`src/design/nic_pkg.sv`:
```
package nic_pkg;

	localparam int IN_FRAC_BITS_DEF  = 30;
	localparam int OUT_FRAC_BITS_DEF = 16;

	localparam int QF        = 28;	// fraction bits of the internal path
	localparam int PROB_W    = 32;
	localparam int Q_W       = 40;
	localparam int ST_W      = 2;
	localparam int MEAN_W    = 32;
	localparam int STDEV_W   = 31;
	localparam int CFG_IDX_W = 2;
	localparam int CFG_DAT_W = 32;

	localparam int M_W   = 32;	// log mantissa
	localparam int N_W   = 5;	// leading one position
	localparam int NL_W  = 34;	// -log2 in Q.28
	localparam int X_W   = 64;	// square root working width
	localparam int T_W   = 31;
	localparam int NUM_W = 32;
	localparam int DEN_W = 33;
	localparam int DQ_W  = 32;	// dividend low bits / quotient

	localparam int SQRT_STEPS = 32;
	localparam int DIV_STEPS  = DQ_W;

	localparam logic [30:0] TWO_LN2_Q30 = 31'd1488522236;
	localparam logic [63:0] K_C0 = 64'd675253953;
	localparam logic [63:0] K_C1 = 64'd215514211;
	localparam logic [63:0] K_C2 = 64'd2772401;
	localparam logic [63:0] K_D1 = 64'd384611100;
	localparam logic [63:0] K_D2 = 64'd50806510;
	localparam logic [63:0] K_D3 = 64'd351114;

	typedef enum logic [ST_W-1:0] {
		ST_OK    = 2'd0,
		ST_RANGE = 2'd1,
		ST_END   = 2'd2
	} status_t;

	typedef enum logic [CFG_IDX_W-1:0] {
		REG_MEAN  = 2'd0,
		REG_STDEV = 2'd1
	} reg_idx_t;

	typedef enum logic [2:0] {
		K_NORM,
		K_RANGE,
		K_LOW,
		K_HIGH,
		K_HALF
	} kind_t;

	// control that travels with every item down the chain
	typedef struct packed {
		logic  vld;
		kind_t kind;
		logic  neg;
	} side_t;

endpackage

```
`src/design/nic_log_cell.sv`:
```
// One fraction bit of log2 by squaring the mantissa.
module nic_log_cell (
	input  logic                     clk,
	input  logic                     arst_n,
	input  logic                     en,
	input  nic_pkg::side_t           side_i,
	input  logic [nic_pkg::M_W-1:0]  m_i,
	input  logic [nic_pkg::QF-1:0]   frac_i,
	input  logic [nic_pkg::N_W-1:0]  n_i,
	output nic_pkg::side_t           side_o,
	output logic [nic_pkg::M_W-1:0]  m_o,
	output logic [nic_pkg::QF-1:0]   frac_o,
	output logic [nic_pkg::N_W-1:0]  n_o
);
	logic [2*nic_pkg::M_W-1:0] sq;
	logic [nic_pkg::M_W:0]     sh;
	logic [nic_pkg::M_W-1:0]   m_n;

	always_comb begin
		sq = {{nic_pkg::M_W{1'b0}}, m_i} * {{nic_pkg::M_W{1'b0}}, m_i};
		sh = sq[2*nic_pkg::M_W-1:nic_pkg::M_W-1];
		m_n = sh[nic_pkg::M_W] ? sh[nic_pkg::M_W:1] : sh[nic_pkg::M_W-1:0];
	end

	always_ff @(posedge clk or negedge arst_n) begin
		if (!arst_n) begin
			side_o <= '0;
		end else if (en) begin
			side_o <= side_i;
		end
	end

	always_ff @(posedge clk) begin
		if (en) begin
			m_o    <= m_n;
			frac_o <= {frac_i[nic_pkg::QF-2:0], sh[nic_pkg::M_W]};
			n_o    <= n_i;
		end
	end
endmodule

```
`config.mk`:
```
export PLATFORM = sky130hd
export DESIGN_NAME = nic_log_cell
export DESIGN_NICKNAME = d
export VERILOG_FILES = /design/src/design/nic_pkg.sv /design/src/design/nic_log_cell.sv
export SDC_FILE = /design/constraint.sdc
export NUM_CORES = 2
export LEC_CHECK = 0
export BUFFER_PORTS_ARGS = -buffer_cell sky130_fd_sc_hd__buf_2
export CORE_MARGIN = 1.5
export CORE_UTILIZATION = 45
export DETAILED_ROUTE_END_ITERATION = 10
export REMOVE_ABC_BUFFERS = 1
export SLEW_MARGIN = 20
export SYNTH_ARGS = -nofsm -noshare
export SYNTH_HDL_FRONTEND = slang
export SYNTH_SLANG_ARGS = --single-unit
```
`constraint.sdc`:
```
create_clock -name clk -period 0.8 [get_ports clk]
set_clock_uncertainty 0.05 [all_clocks]
set_input_delay 0.16 -clock clk [delete_from_list [all_inputs] [get_ports clk]]
set_output_delay 0.16 -clock clk [all_outputs]
set_load 0.05 [all_outputs]
```
==> results by group <==
STA
  • Part of the cycle the worst path needs: 961%
  • Slew @ Worst Pin: 0.671 ns
  • Setup violations, final: 108
  • Slew margin rel.: 54.9%
  • Fin. Hold Viols: 0
  • Unrepaired setup endpoints after global routing: yes
  • PnR worst setup slack: -6.89 ns
  • Post-route minimum period: 7.69 ns
  • Final Max Slew Viols: 0
  • FMAX: around 130 MHz
  • Final hold slack: between 0.0005 and 0.0006 ns
  • Total negative slack: -249.02 ns

Final layout
  • Finished Cell Area: 40500 sq um
  • Multi-input gate area: roughly 26000 sq um
  • Share of layout cells above drive strength 1: between 20% and 30%
  • Nets: between 5000 and 6000
  • Reg area: just over 2000 sq um
  • Layout Area Growth over Synthesis: 28.6%
  • FILL cells: just under 6000

Setup path
  • Required time of the critical path: 0.85 ns
  • Crit end category: register
  • CP Buf/Inv Count: 9
  • Reg2Reg Depth: 1
  • R2R Setup Slk: -0.06 ns
  • CP Class: input pin to register
  • Critical Path Source Type: input pin
  • CP Max Fanout: 8
  • RR Endpoint: side_o[2]
  • Largest stage delay, worst path: approximately 0.6 ns
  • Cell repeated most along the worst path: fa_1
  • RR Startpoint: side_o[2]
  • Largest delay contributor family on the critical path: adder cells
  • Critical path's slowest cell: fa_2
  • Crit path DAT: 7.74 ns

Die
  • Chip height: 267 microns
  • Initial Util: between 40% and 50%
  • Die X: ~270 microns
  • Core ar.: between 60000 and 70000 sq um
  • Boundary pin count: between 100 and 150
  • Rows: 96
  • DIE AREA: between 70000 and 80000 sq um

Global route
  • Met3 usage: roughly 3.6%
  • Grt peak-use layer: met2
  • Met2 usage: around 47%
  • Number of global-route vias before repair: about 27000
  • Global-route wire length before repair: 148000 microns
  • Antenna violations before repair: 4
  • Met1 usage: approximately 36%
  • Gr usage total: 27.4%
  • Total gr overflow: 0
  • Largest net degree at the start of global routing: 21

Worst hold path
  • HP Class: input pin to register
  • Hold path endpoint: side_o[0]
  • WHS Path Cells: 2
  • Hold path startpoint: side_i[0]

Status
  • Status: finished with violations
  • Failing checks: negative setup slack

Routing
  • Post-route ant nets: 0
  • Final Routed Wirelength: 92700 microns
  • Vias: roughly 24000
  • Residual DRC: 0
  • DR pass1 iterations: 5
  • Avg WL per Cell: around 19 microns
  • DR vias/cell: 4.84
  • First DRT Iteration DRCs: between 1000 and 1500

Place
  • Placement Setup Slack: -7.79 ns
  • RePlAce Congestion: ~0.96
  • Post-DP HPWL: between 70000 and 80000 microns
  • Placed Area: around 38000 sq um
  • IO Port Bufs: 141

Clocking
  • H-Tree Level Count: 3
  • CTS tree: yes
  • Worst-case clock buffer depth: 2
  • Root Buffer: clkbuf_16
  • Clock sinks: 70
  • Worst-skew pair later-pin latency: 0.34 ns
  • Clk slew on worst S/H paths: around 0.060 ns
  • Total CTS buffers: 9

Logic synthesis
  • Post-synthesis sequential area ratio: between 6 and 7%
  • Number of synthesized flops with an enable pin: between 60 and 70
  • Synth Instances: roughly 3200
  • Synthesized area: between 30000 and 40000 sq um
  • Async SR Flop Fraction: 7.14%
  • Yosys Warn Count: 0
  • Cell variety after synth: 59
  • Primary FF master, synth: edfxtp_1
  • Syn_area_per_cell: around 9.8 sq um
  • Yosys reg bits: 70

Run
  • MaxCap Viol Count: 0
cells in the mapped netlist, types with 3 or more instances:
master,number,area [sq um]
or2_2,6,37.5
a21o_1,21,158
and3_1,6,37.5
a221oi_1,3,26.3
fa_1,791,15800
o21a_1,8,60.1
a31oi_1,9,56.3
a211oi_1,5,37.5
xor2_1,39,342
a41oi_1,5,43.8
nand4_1,15,93.8
mux2_2,31,349
mux2i_1,8,80.1
inv_1,977,3670
nand2_1,291,1090
a31o_2,11,96.3
nor3_1,3,15.0
ha_1,300,3750
o2111ai_1,3,26.3
nand2b_1,6,37.5
dfrtp_1,5,125
nand3_1,5,25.0
xnor2_1,42,368
clkbuf_1,110,413
nor2_1,58,218
o21bai_1,15,113
nor2b_1,12,75.1
a21oi_1,74,370
o21ai_0,34,170
and2_1,228,1430
edfxtp_1,65,1950
o211ai_1,5,37.5
flip-flops by register name, indices dropped and copies added, names as in the netlist:
register / count
frac_o: 28
m_o: 32
n_o: 5
side_o: 5
per-layer routing:
layer	share of wire (%)	routed length (microns)
met3	5.6	5170
met4	4.0	3740
met2	49	45500
met1	41	38300
met5	0.013	12
area by class of cell:
type                    count  share of cell area [%]
multi-input cells        2063                    64.3
repair buffers            858                    18.0
inverters                 978                    9.10
flip-flops and latches     70                    5.13
well taps                 931                    2.88
clock buffers              10                   0.566
clock inverters             6                  0.0959
diodes                      1                 0.00618
worst max-delay path by stage:
| stage | from | end | depth (start not counted) |
|---|---|---|---|
| 2_1_floorplan | m_i[16] | m_o[0] | 24 |
| 3_3_place_gp | m_i[4] | m_o[10] | 28 |
| 3_5_place_dp | m_i[4] | m_o[0] | 29 |
| 4_1_cts | m_i[3] | m_o[3] | 31 |
| 5_1_grt | m_i[13] | m_o[30] | 30 |
| 6_report | m_i[15] | m_o[6] | 30 |
placed cells by master, fill, tap and decap left out, drive strengths merged, types with 12 or more instances in the layout:
master,instances
nand2,291
xor2,39
edfxtp,65
a21oi,76
clkbuf,15
and2,228
o21ai,35
buf,820
a21o,21
ha,300
nor2b,12
dlygate4sd3,33
xnor2,43
inv,977
a31o,12
fa,791
mux2,31
nand4,15
o21bai,15
nor2,58
through the flow:
step                      utilization (%)  std cells
after floorplan                         -       3111
after global placement               55.2       4833
after detailed placement             55.2       4833
after CTS                            57.6       4898
after global routing                 58.7       4916
final                                58.7       4917
repair_timing:
action,in CTS,in global routing
resized for setup,258,153
setup endpoints to repair,105,108
cloned,2,4
hold buffers,33,0
setup buffers,14,15
endpoints found under the hold margin,41,0
pin swaps,54,87
cells by family (layout without fill, tap and decap cells):
kind of cell / count (synthesis) / in the layout / synth area share [%]
AOI/OAI and AO/OA: 213 / 213 / 4.43
xor gates and xnor gates: 82 / 82 / 2.34
adders and majority gates: 1091 / 1091 / 62.3
buffers and inverters: 1091 / 1852 / 13.1
DFF: 70 / 70 / 6.60
muxes: 39 / 39 / 1.36
other: 0 / 1 / 0
and+or+nand+nor: 638 / 638 / 9.92
Power is not shown: default switching activity piles up to over one toggle a cycle in this logic, so the estimate is an artifact.
