===== src/design/nic_pkg.sv =====
package nic_pkg;

	localparam int IN_FRAC_BITS_DEF  = 30;
	localparam int OUT_FRAC_BITS_DEF = 16;

	localparam int QF        = 28;	// fraction bits of the internal path
	localparam int PROB_W    = 32;
	localparam int Q_W       = 40;
	localparam int ST_W      = 2;
	localparam int MEAN_W    = 32;
	localparam int STDEV_W   = 31;
	localparam int CFG_IDX_W = 2;
	localparam int CFG_DAT_W = 32;

	localparam int M_W   = 32;	// log mantissa
	localparam int N_W   = 5;	// leading one position
	localparam int NL_W  = 34;	// -log2 in Q.28
	localparam int X_W   = 64;	// square root working width
	localparam int T_W   = 31;
	localparam int NUM_W = 32;
	localparam int DEN_W = 33;
	localparam int DQ_W  = 32;	// dividend low bits / quotient

	localparam int SQRT_STEPS = 32;
	localparam int DIV_STEPS  = DQ_W;

	localparam logic [30:0] TWO_LN2_Q30 = 31'd1488522236;
	localparam logic [63:0] K_C0 = 64'd675253953;
	localparam logic [63:0] K_C1 = 64'd215514211;
	localparam logic [63:0] K_C2 = 64'd2772401;
	localparam logic [63:0] K_D1 = 64'd384611100;
	localparam logic [63:0] K_D2 = 64'd50806510;
	localparam logic [63:0] K_D3 = 64'd351114;

	typedef enum logic [ST_W-1:0] {
		ST_OK    = 2'd0,
		ST_RANGE = 2'd1,
		ST_END   = 2'd2
	} status_t;

	typedef enum logic [CFG_IDX_W-1:0] {
		REG_MEAN  = 2'd0,
		REG_STDEV = 2'd1
	} reg_idx_t;

	typedef enum logic [2:0] {
		K_NORM,
		K_RANGE,
		K_LOW,
		K_HIGH,
		K_HALF
	} kind_t;

	// control that travels with every item down the chain
	typedef struct packed {
		logic  vld;
		kind_t kind;
		logic  neg;
	} side_t;

endpackage


===== src/design/nic_div_cell.sv =====
// One quotient bit of restoring division; dividend bits leave dq at the top,
// quotient bits enter at the bottom.
module nic_div_cell (
	input  logic                       clk,
	input  logic                       arst_n,
	input  logic                       en,
	input  nic_pkg::side_t             side_i,
	input  logic [nic_pkg::DEN_W-1:0]  rem_i,
	input  logic [nic_pkg::DQ_W-1:0]   dq_i,
	input  logic [nic_pkg::DEN_W-1:0]  den_i,
	input  logic [nic_pkg::T_W-1:0]    t_i,
	output nic_pkg::side_t             side_o,
	output logic [nic_pkg::DEN_W-1:0]  rem_o,
	output logic [nic_pkg::DQ_W-1:0]   dq_o,
	output logic [nic_pkg::DEN_W-1:0]  den_o,
	output logic [nic_pkg::T_W-1:0]    t_o
);
	logic [nic_pkg::DEN_W:0] rem2;
	logic [nic_pkg::DEN_W:0] diff;
	logic                    ge;

	always_comb begin
		rem2 = {rem_i, dq_i[nic_pkg::DQ_W-1]};
		diff = rem2 - {1'b0, den_i};
		ge   = rem2 >= {1'b0, den_i};
	end

	always_ff @(posedge clk or negedge arst_n) begin
		if (!arst_n) begin
			side_o <= '0;
		end else if (en) begin
			side_o <= side_i;
		end
	end

	always_ff @(posedge clk) begin
		if (en) begin
			rem_o <= ge ? diff[nic_pkg::DEN_W-1:0] : rem2[nic_pkg::DEN_W-1:0];
			dq_o  <= {dq_i[nic_pkg::DQ_W-2:0], ge};
			den_o <= den_i;
			t_o   <= t_i;
		end
	end
endmodule

===== config.mk =====
export PLATFORM = sky130hd
export DESIGN_NAME = nic_div_cell
export DESIGN_NICKNAME = d
export VERILOG_FILES = /design/src/design/nic_pkg.sv /design/src/design/nic_div_cell.sv
export SDC_FILE = /design/constraint.sdc
export NUM_CORES = 1
export LEC_CHECK = 0
export BUFFER_PORTS_ARGS = -buffer_cell sky130_fd_sc_hd__buf_2
export CORE_MARGIN = 5
export CORE_UTILIZATION = 40
export CTS_CLUSTER_SIZE = 24
export DETAILED_ROUTE_END_ITERATION = 8
export PLACE_DENSITY = 0.69
export SLEW_MARGIN = 20
export SYNTH_ARGS = -nofsm -noshare
export SYNTH_HDL_FRONTEND = slang
export SYNTH_SLANG_ARGS = --single-unit

===== constraint.sdc =====
create_clock -name clk -period 0.9 [get_ports clk]
set_input_delay 0.135 -clock clk [delete_from_list [all_inputs] [get_ports clk]]
set_output_delay 0.135 -clock clk [all_outputs]
set_load 0.02 [all_outputs]

==> flow_summary.toml, run 1 <==
[synthesis]
async_flop_share_pct = 3.73
synth_ff_type = "edfxtp_1"
ys.warnings.count = 0
ys_types = 53
synth.yosys.seq_area_share_pct = 61.9
synth_cells = 505
syn_nets = 676
ys_seq_elements = 134
synth_edf_count = 129
synth_area_um2 = 6460
syn_avg_cell_area_um2 = 12.8

[final_layout]
final_net_count = 1208
fin_util_pct = 76.2
multi_input_area_um2 = 2540
fillers = 982
area_growth_pct = 87.4
drive_above_1_share_pct = 51.4
ff_latch_area_um2 = 4000

[detailed_routing]
drt_iter0_markers = 527
drtPass1Iterations = 5
drc = 0
drt-vias-per-instance = 5.04
wl_per_cell_um = 20.2
drt_wl_total_um = 25600
antenna_left = 0
vias = 6388

[global_route]
grt_pass1_wl_um = 34000
antenna_found_initial = 6
grt_max_degree = 35
first_global_vias = 6463
overflow = 0
grtUsageTotal_pct = 24.1

[min_path]
holdCritPathClass = "input pin to register"
holdPathEnd = "rem_o[3]$_DFFE_PP_"
whs_path_depth = 3
hold_start = "rem_i[2]"

[setup_path]
reg2reg_slack_ns = -0.03
crit_fanout = 8
worstPathRequired_ns = 1.06
arrival_ns = 2.41
crit_type = "input pin to register"
r2r_end = "side_o[2]$_DFFE_PN0P_"
worstRegToRegCells = 2
r2r_start = "side_o[2]$_DFFE_PN0P_"
crit_path_end_kind = "register"
start_kind = "input pin"

[die]
row_count = 46
dieArea_um2 = 18800
die_x_um = 137
ios = 271
fp.coreArea_um2 = 15900
die_y_um = 137
start_util_pct = 40.7

[clock_tree]
clkTransAtPathRegs_ns = 0.06
clk_latency_ns = 0.41
cts_num_sinks = 134
clock_path_buffers = 2
cts_root_buf = "clkbuf_16"
cts_buffers = 17
cts_max_level = 4
cts_tree = "done"

[power_and_ir_drop]
vdd_ir_drop_max_v = 0.00116
powerDensity_nw_per_um2 = 1820
p_leak_nw = 5.41

[placed_design]
port_buffers = 270
gp_congestion = 0.864
dp_slack_ns = -1.89
dp_hpwl_um = 15600

[sta]
timing.final.crit_period_ns = 2.25
drv_slew = 0
whs_ns = 0.0136
finalCritPeriodShare_pct = 250
grt_setup_unrepaired = "yes"
worst_slack_ns = -1.35
hold_viol_final = 0
worst_slew_pin_slew_ns = 0.451
setup_viol = 169
relSlewSlack_pct = 69.9
finalClockSkew_ns = 0
fmax_mhz = 445

[run]
drv_cap = 0

[run_status]
violations = "negative setup slack"
outcome = "finished, violations left"
==> registers in the layout, indices dropped and copies added, names as in the netlist <==
register / flops
side_o: 5
rem_o: 33
den_o: 33
dq_o: 32
t_o: 31
==> layout by cell type, fill, tap and decap left out, types with 14 or more instances in the layout <==
cell type / netlist / layout
edfxtp_1: 129 / 129
nor2_1: 15 / 14
a21oi_1: 34 / 29
ha_1: 33 / 29
nand2_2: 0 / 16
inv_1: 43 / 39
buf_4: 0 / 138
xnor2_1: 16 / 14
dlygate4sd3_1: 0 / 108
nand2_1: 58 / 39
clkbuf_16: 0 / 19
buf_2: 1 / 154
o21ai_2: 18 / 27
buf_6: 6 / 116
==> power by group <==
part	total [W]	switching [W]	leakage, nW	internal (W)
Clock	0.00784	0.00287	0.315	0.00497
Sequential	0.00792	0.000319	1.32	0.00760
Combinational	0.00624	0.00306	3.77	0.00318
Total	0.0220	0.00625	5.41	0.0157
==> routing by layer <==
metal	wire length, um	vias up	track usage, %	part of all wire, %
met5	53	-	0	0.21
met4	648	6	8.98	2.5
met3	2270	57	6.91	8.9
met2	13400	300	44.1	52
met1	9260	3083	26.2	36
li1	-	2942	-	-
==> cells in the mapped netlist (2+ instances only) <==
master    number  area [um2]
and3_1         7        43.8
dfrtp_1        5         125
clkbuf_1       8        30.0
a31oi_1        3        18.8
nand2b_1       4        25.0
a21oi_1       34         170
buf_6          6        67.6
nand4_1        3        18.8
xnor2_1       16         140
nor4_1         4        25.0
inv_1         43         161
o21ai_0       26         130
edfxtp_1     129        3870
o21a_1         4        30.0
nand3_1        8        40.0
a21o_1        10        75.1
o21ai_2       18         158
nand2_1       58         218
nor3_1         5        25.0
o31ai_1        5        37.5
xor2_1        12         105
o21bai_1       8        60.1
or3_1          2        12.5
mux2_2         5        56.3
nor2_1        15        56.3
a211oi_1       4        30.0
a21boi_0       3        22.5
ha_1          33         413
o211ai_1       3        22.5
==> stage by stage <==
step | area (um2) | total power, W | cells | setup TNS (ns)
2_1_floorplan | 6510 | 0.0103 | 505 | -53.14
3_3_place_gp | 9150 | 0.0124 | 1115 | -60.47
3_5_place_dp | 9150 | 0.0125 | 1115 | -61.81
4_1_cts | 11500 | 0.0212 | 1264 | -72.92
5_1_grt | 12100 | 0.0228 | 1267 | -75.67
6_report | 12100 | 0.0220 | 1268 | -68.56
==> cells by family after synthesis <==
group                    Yosys count  synth area share (%)
multiplexers                       6                  1.10
buffers and inverters             58                  4.09
AND/OR/NAND/NOR                  109                  7.57
XOR/XNOR                          28                  3.80
AO/OA/AOI/OAI                    136                  14.8
adder cells (fa/ha/maj)           34                  6.70
flip-flops                       134                  61.9
==> critical path: stages <==
cell and delay (ns):
buf_12 0.11, inv_12 0.04, ha_4 0.11, inv_2 0.03, fa_2 0.33, a21o_1 0.21, a221o_2 0.38, a21oi_4 0.15
o41a_4 0.16, o31ai_4 0.07, a41oi_4 0.17, buf_12 0.19, mux2_4 0.31
==> final cells by class <==
| cell class | instances | area share [%] |
|---|---|---|
| Inverter | 43 | 1.44 |
| Antenna cell | 3 | 0.0620 |
| Clock buffer | 18 | 3.55 |
| Timing Repair Buffer | 528 | 36.8 |
| Clock inverter | 13 | 1.82 |
| Tap cell | 216 | 2.23 |
| Sequential cell | 134 | 33.0 |
| Multi-Input combinational cell | 313 | 21.0 |
==> worst max-delay path by stage <==
stage | cells past startpoint | startpoint | slack, ns | endpoint
6_report | 13 | dq_i[31] | -1.35 | rem_o[1]$_DFFE_PP_
4_1_cts | 16 | dq_i[31] | -1.37 | rem_o[28]$_DFFE_PP_
5_1_grt | 13 | dq_i[31] | -1.41 | rem_o[1]$_DFFE_PP_
3_3_place_gp | 13 | dq_i[31] | -1.87 | rem_o[32]$_DFFE_PP_
2_1_floorplan | 12 | dq_i[31] | -1.66 | rem_o[1]$_DFFE_PP_
3_5_place_dp | 13 | dq_i[31] | -1.89 | rem_o[32]$_DFFE_PP_
==> what timing repair did <==
item,CTS,global route
pin swaps,9,41
cloned,3,2
endpoints found under the hold margin,112,0
setup buffers,7,3
hold buffers,108,0
gates resized for setup,133,188
endpoints found under the setup margin,168,168
No activity file was read; power rests on OpenSTA's default activity.
==> run 2: changes to the inputs <==
==> constraint.sdc (replaced) <==
create_clock -name clk -period 2.9 [get_ports clk]
set_input_delay 0.435 -clock clk [delete_from_list [all_inputs] [get_ports clk]]
set_output_delay 0.435 -clock clk [all_outputs]
set_load 0.02 [all_outputs]
==> flow_summary.toml, run 2 (same netlist as run 1, synthesis figures left out) <==
[detailed_routing]
drtPass1Iterations = 5
drc = 0
drt-vias-per-instance = 4.82
drt_iter0_markers = 260
antenna_left = 0
drt_wl_total_um = 18100
vias = 5141
wl_per_cell_um = 17.0

[setup_path]
arrival_ns = 2.87
worstPathRequired_ns = 3.06
crit_fanout = 3
r2r_start = "side_o[2]$_DFFE_PN0P_"
reg2reg_slack_ns = 2.14
crit_type = "input pin to register"
crit_path_end_kind = "register"
crit_start = "dq_i[31]"
start_kind = "input pin"

[power_and_ir_drop]
p_leak_nw = 4.09
clock_power_share_pct = 37.4
vdd_ir_drop_max_v = 0.000418
swShare_pct = 28.1
powerDensity_nw_per_um2 = 647
share_comb_of_total_power_pct = 21.8
internal-power_w = 0.00423
p_seq_share_pct = 40.8
power_switching_w = 0.00165

[die]
ios = 271
fp.coreArea_um2 = 15900
die_y_um = 137
row_count = 46
die_x_um = 137
dieArea_um2 = 18800
start_util_pct = 40.7

[run]
drv_cap = 0

[global_route]
grt_use_met3_pct = 5.59
grt_max_degree = 75
grt_pass1_wl_um = 26800
busiest_layer = "met2"
grt_util_met2_pct = 33.9
first_global_vias = 5086
overflow = 0
met1_usage_pct = 21.5
antenna_found_initial = 0
grtUsageTotal_pct = 18.8

[sta]
setup_viol = 0
relSlewSlack_pct = 53.3
drv_slew = 0
fmax_mhz = 369
grt_setup_unrepaired = "no"
worst_slew_pin_slew_ns = 0.701
whs_ns = 0.188
worst_slack_ns = 0.191
timing.final.crit_period_ns = 2.71
finalCritPeriodShare_pct = 93.4
finalClockSkew_ns = 0
hold_viol_final = 0

[run_status]
outcome = "complete, no violations"

[final_layout]
area_growth_pct = 40.6
diodes = 0
drive_above_1_share_pct = 46.1
ff_latch_area_um2 = 4000
final_net_count = 1009
multi_input_area_um2 = 2220
top_regs = "den_o (33), rem_o (33), dq_o (32)"
mostFrequentLayoutCells = "buf_2, edfxtp_1, nand2_1"
fillers = 1420
layout_commonest_cell = "buf_2"

[min_path]
holdCritPathClass = "input pin to register"
hold_start = "t_i[8]"

[clock_tree]
clk_latency_ns = 0.42
clock_path_buffers = 2
post_cts_buffers = 0
cts_tree = "done"
cts_num_sinks = 134
clkTransAtPathRegs_ns = 0.06
cts_buffers = 17
cts_max_level = 4
cts_root_buf = "clkbuf_16"

[placed_design]
port_buffers = 270
dp_slack_ns = -0.291
dp_hpwl_um = 14600
gp_congestion = 0.882
[run 2: cell types whose count changed in the layout (fill, tap and decap cells not counted), moves of 6 or more]
cell | before | now
buf_12 | 8 | 2
buf_4 | 138 | 56
buf_6 | 116 | 1
nand2_2 | 16 | 0
nand2_1 | 39 | 58
o21ai_0 | 12 | 26
buf_2 | 154 | 269
dlygate4sd3_1 | 108 | 1
o21ai_2 | 27 | 18
[run 2: critical path: stages]
cell      delay (ns)
buf_2           0.10
inv_1           0.05
ha_1            0.17
inv_1           0.06
fa_2            0.35
a21o_1          0.18
a221o_2         0.41
a211oi_1        0.25
o21ai_0         0.17
a21oi_2         0.26
o311ai_0        0.18
xnor2_1         0.16
o21ai_0         0.08
[run 2: final cells by class]
class                      instances  share of cell area, %
inverter                          43                   1.78
clock buffer                      18                   4.73
tap                              216                   2.98
multi-input combinational        313                   24.5
sequential                       134                   44.0
clock inverter                    13                   1.87
timing repair buffer             329                   20.1
[run 2: power groups by stage]
| stage | registers (W) | clock network [W] | logic [W] |
|---|---|---|---|
| 5_1_grt | 0.00241 | 0.00235 | 0.00140 |
| 4_1_cts | 0.00240 | 0.00225 | 0.00130 |
| 2_1_floorplan | 0.00270 | 0 | 0.000479 |
| 3_5_place_dp | 0.00244 | 0 | 0.00129 |
| 6_report | 0.00240 | 0.00220 | 0.00128 |
| 3_3_place_gp | 0.00244 | 0 | 0.00127 |
[run 2: final timing paths]
check / cells past startpoint / end
setup / recovery: 13 / rem_o[32]$_DFFE_PP_
hold / removal: 1 / t_o[8]$_DFFE_PP_
setup reg to reg: 1 / side_o[2]$_DFFE_PN0P_
hold reg to reg: 1 / side_o[3]$_DFFE_PN0P_
max in group asynchronous: 2 / side_o[4]$_DFFE_PN0P_
min in group asynchronous: 2 / side_o[3]$_DFFE_PN0P_
[run 2: stage by stage]
step                total power [W]  std cells  instance area, um2  util, %  TNS, ns
floorplan                   0.00318        505                6470        -        0
global placement            0.00371       1034                8470     53.3    -4.98
detailed placement          0.00373       1034                8470     53.3    -5.76
CTS                         0.00595       1066                9080     57.1        0
global route                0.00616       1066                9080     57.2        0
finish                      0.00588       1066                9080     57.2        0
[run 2: routing by layer]
metal  vias to the layer above  wire length, um
li1                       2551                -
met1                      2389             6940
met2                       184             9330
met3                        17             1620
met4                         0              209
met5                         -                0
[run 2: what timing repair did]
item                                   4_1_cts  5_1_grt
endpoints found under the hold margin        5        0
hold buffers                                 1        0
setup endpoints to repair                    0        1
resized for setup                            0        1
==> run 3: changes to the inputs <==
--- a/config.mk
+++ b/config.mk
@@ -7,10 +7,10 @@
 export LEC_CHECK = 0
 export BUFFER_PORTS_ARGS = -buffer_cell sky130_fd_sc_hd__buf_2
 export CORE_MARGIN = 5
-export CORE_UTILIZATION = 40
+export CORE_UTILIZATION = 35
+export CTS_CLUSTER_DIAMETER = 200
 export CTS_CLUSTER_SIZE = 24
 export DETAILED_ROUTE_END_ITERATION = 8
-export PLACE_DENSITY = 0.69
 export SLEW_MARGIN = 20
 export SYNTH_ARGS = -nofsm -noshare
 export SYNTH_HDL_FRONTEND = slang
==> flow_summary.toml, run 3 (same netlist as run 1, synthesis figures left out) <==
[die]
ios = 271
row_count = 49
start_util_pct = 35.7
dieArea_um2 = 21300
fp.coreArea_um2 = 18100
die_y_um = 146
die_x_um = 146

[power_and_ir_drop]
powerDensity_nw_per_um2 = 644
vdd_ir_drop_max_v = 0.000422
power_w = 0.00588
p_leak_nw = 4.12

[global_route]
first_global_vias = 5119
grt_pass1_wl_um = 28600
grt_max_degree = 58
overflow = 0
antenna_found_initial = 2
grtUsageTotal_pct = 17.2

[detailed_routing]
drt_wl_total_um = 18600
antenna_left = 0
vias = 5143
wl_per_cell_um = 17.2
drc = 0
drtPass1Iterations = 4
drt-vias-per-instance = 4.74
drt_iter0_markers = 232

[sta]
fmax_mhz = 368
relSlewSlack_pct = 65.3
setup_viol = 0
hold_viol_final = 0
finalCritPeriodShare_pct = 93.8
timing.final.crit_period_ns = 2.72
finalClockSkew_ns = 0
worst_slew_pin_slew_ns = 0.521
drv_slew = 0
worst_slack_ns = 0.179
grt_setup_unrepaired = "no"

[setup_path]
r2r_end = "side_o[0]$_DFFE_PN0P_"
crit_path_end_kind = "register"
reg2reg_slack_ns = 2.15
worstPathRequired_ns = 3.06
crit_fanout = 3
r2r_start = "side_o[0]$_DFFE_PN0P_"
arrival_ns = 2.88
crit_type = "input pin to register"
worstRegToRegCells = 1
start_kind = "input pin"

[min_path]
holdCritPathClass = "input pin to register"
whs_path_depth = 1
hold_start = "t_i[2]"
holdPathEnd = "t_o[2]$_DFFE_PP_"

[run_status]
outcome = "complete, no violations"

[final_layout]
top_regs = "den_o (33), rem_o (33), dq_o (32)"
area_growth_pct = 41.4
finalNonFillerCells = 1085
mostFrequentLayoutCells = "buf_2, edfxtp_1, buf_4"
drive_above_1_share_pct = 46.4
final_net_count = 1013
layout_commonest_cell = "buf_2"
fillers = 1637

[clock_tree]
clkTransAtPathRegs_ns = 0.07
post_cts_buffers = 0
clk_latency_ns = 0.42
cts_num_sinks = 134
cts_root_buf = "clkbuf_16"
clock_path_buffers = 2
cts_buffers = 17
cts_max_level = 4
cts_tree = "done"

[placed_design]
dp_slack_ns = -0.325
gp_congestion = 0.868
place_inst = 1051
port_buffers = 270
dp_hpwl_um = 15000

[run]
drv_cap = 0
==> run 3: worst max-delay path by stage <==
stage                                endpoint      from  slack, ns
after detailed placement  rem_o[32]$_DFFE_PP_  dq_i[31]      -0.32
final                     rem_o[32]$_DFFE_PP_  dq_i[31]       0.18
after floorplan            rem_o[1]$_DFFE_PP_  dq_i[31]       0.02
after global placement    rem_o[32]$_DFFE_PP_  dq_i[31]      -0.26
after global routing      rem_o[32]$_DFFE_PP_  dq_i[31]       0.03
after CTS                 rem_o[32]$_DFFE_PP_  dq_i[31]       0.13
==> run 3: layout make-up <==
| cell class | count | area (um2) | share of cell area [%] |
|---|---|---|---|
| tap | 229 | 287 | 3.14 |
| inverter | 43 | 161 | 1.77 |
| clock inverter | 14 | 166 | 1.82 |
| sequential | 134 | 4000 | 43.8 |
| clock buffer | 18 | 429 | 4.70 |
| timing repair buffer | 333 | 1870 | 20.5 |
| antenna | 1 | 2.50 | 0.0274 |
| multi-input combinational | 313 | 2220 | 24.3 |
==> run 3: through the flow <==
step | utilization, % | cell area (um2) | hold WS, ns | TNS, ns
after floorplan | - | 6470 | 0.139 | 0
after global placement | 47.1 | 8530 | 0.256 | -4.27
after detailed placement | 47.1 | 8530 | 0.255 | -5.46
after CTS | 50.5 | 9130 | 0.161 | 0
after global routing | 50.5 | 9140 | 0.164 | 0
final | 50.5 | 9140 | 0.185 | 0
==> run 3: report_power, final <==
part / switching (W) / internal, W / leakage (nW) / total, W
sequential: 0.0000495 / 0.00235 / 1.32 / 0.00240
combinational: 0.000770 / 0.000522 / 2.51 / 0.00129
clock: 0.000894 / 0.00129 / 0.282 / 0.00219
total: 0.00171 / 0.00417 / 4.12 / 0.00588
==> run 3: timing repair <==
action                                  4_1_cts  5_1_grt
hold endpoints to repair                      5        0
gates resized for setup                       0        1
endpoints found under the setup margin        0        1
hold buffers                                  1        0
==> run 3: worst max-delay path: stages <==
cell and delay, ns:
buf_2 0.10, inv_1 0.05, ha_1 0.16, inv_1 0.06
fa_2 0.34, a21o_1 0.18, a221o_2 0.41, a211oi_1 0.26
o21ai_0 0.19, a21oi_2 0.27, o311ai_0 0.18, xnor2_1 0.16
o21ai_0 0.08
==> run 3: per-layer routing <==
metal  track usage (%)  vias up  share of wire (%)
met1              20.7     2367                 42
met5                 0        -              0.070
met2              29.8      197                 49
met4              4.94        2                1.2
met3              5.54       17                7.2
li1                  -     2560                  -
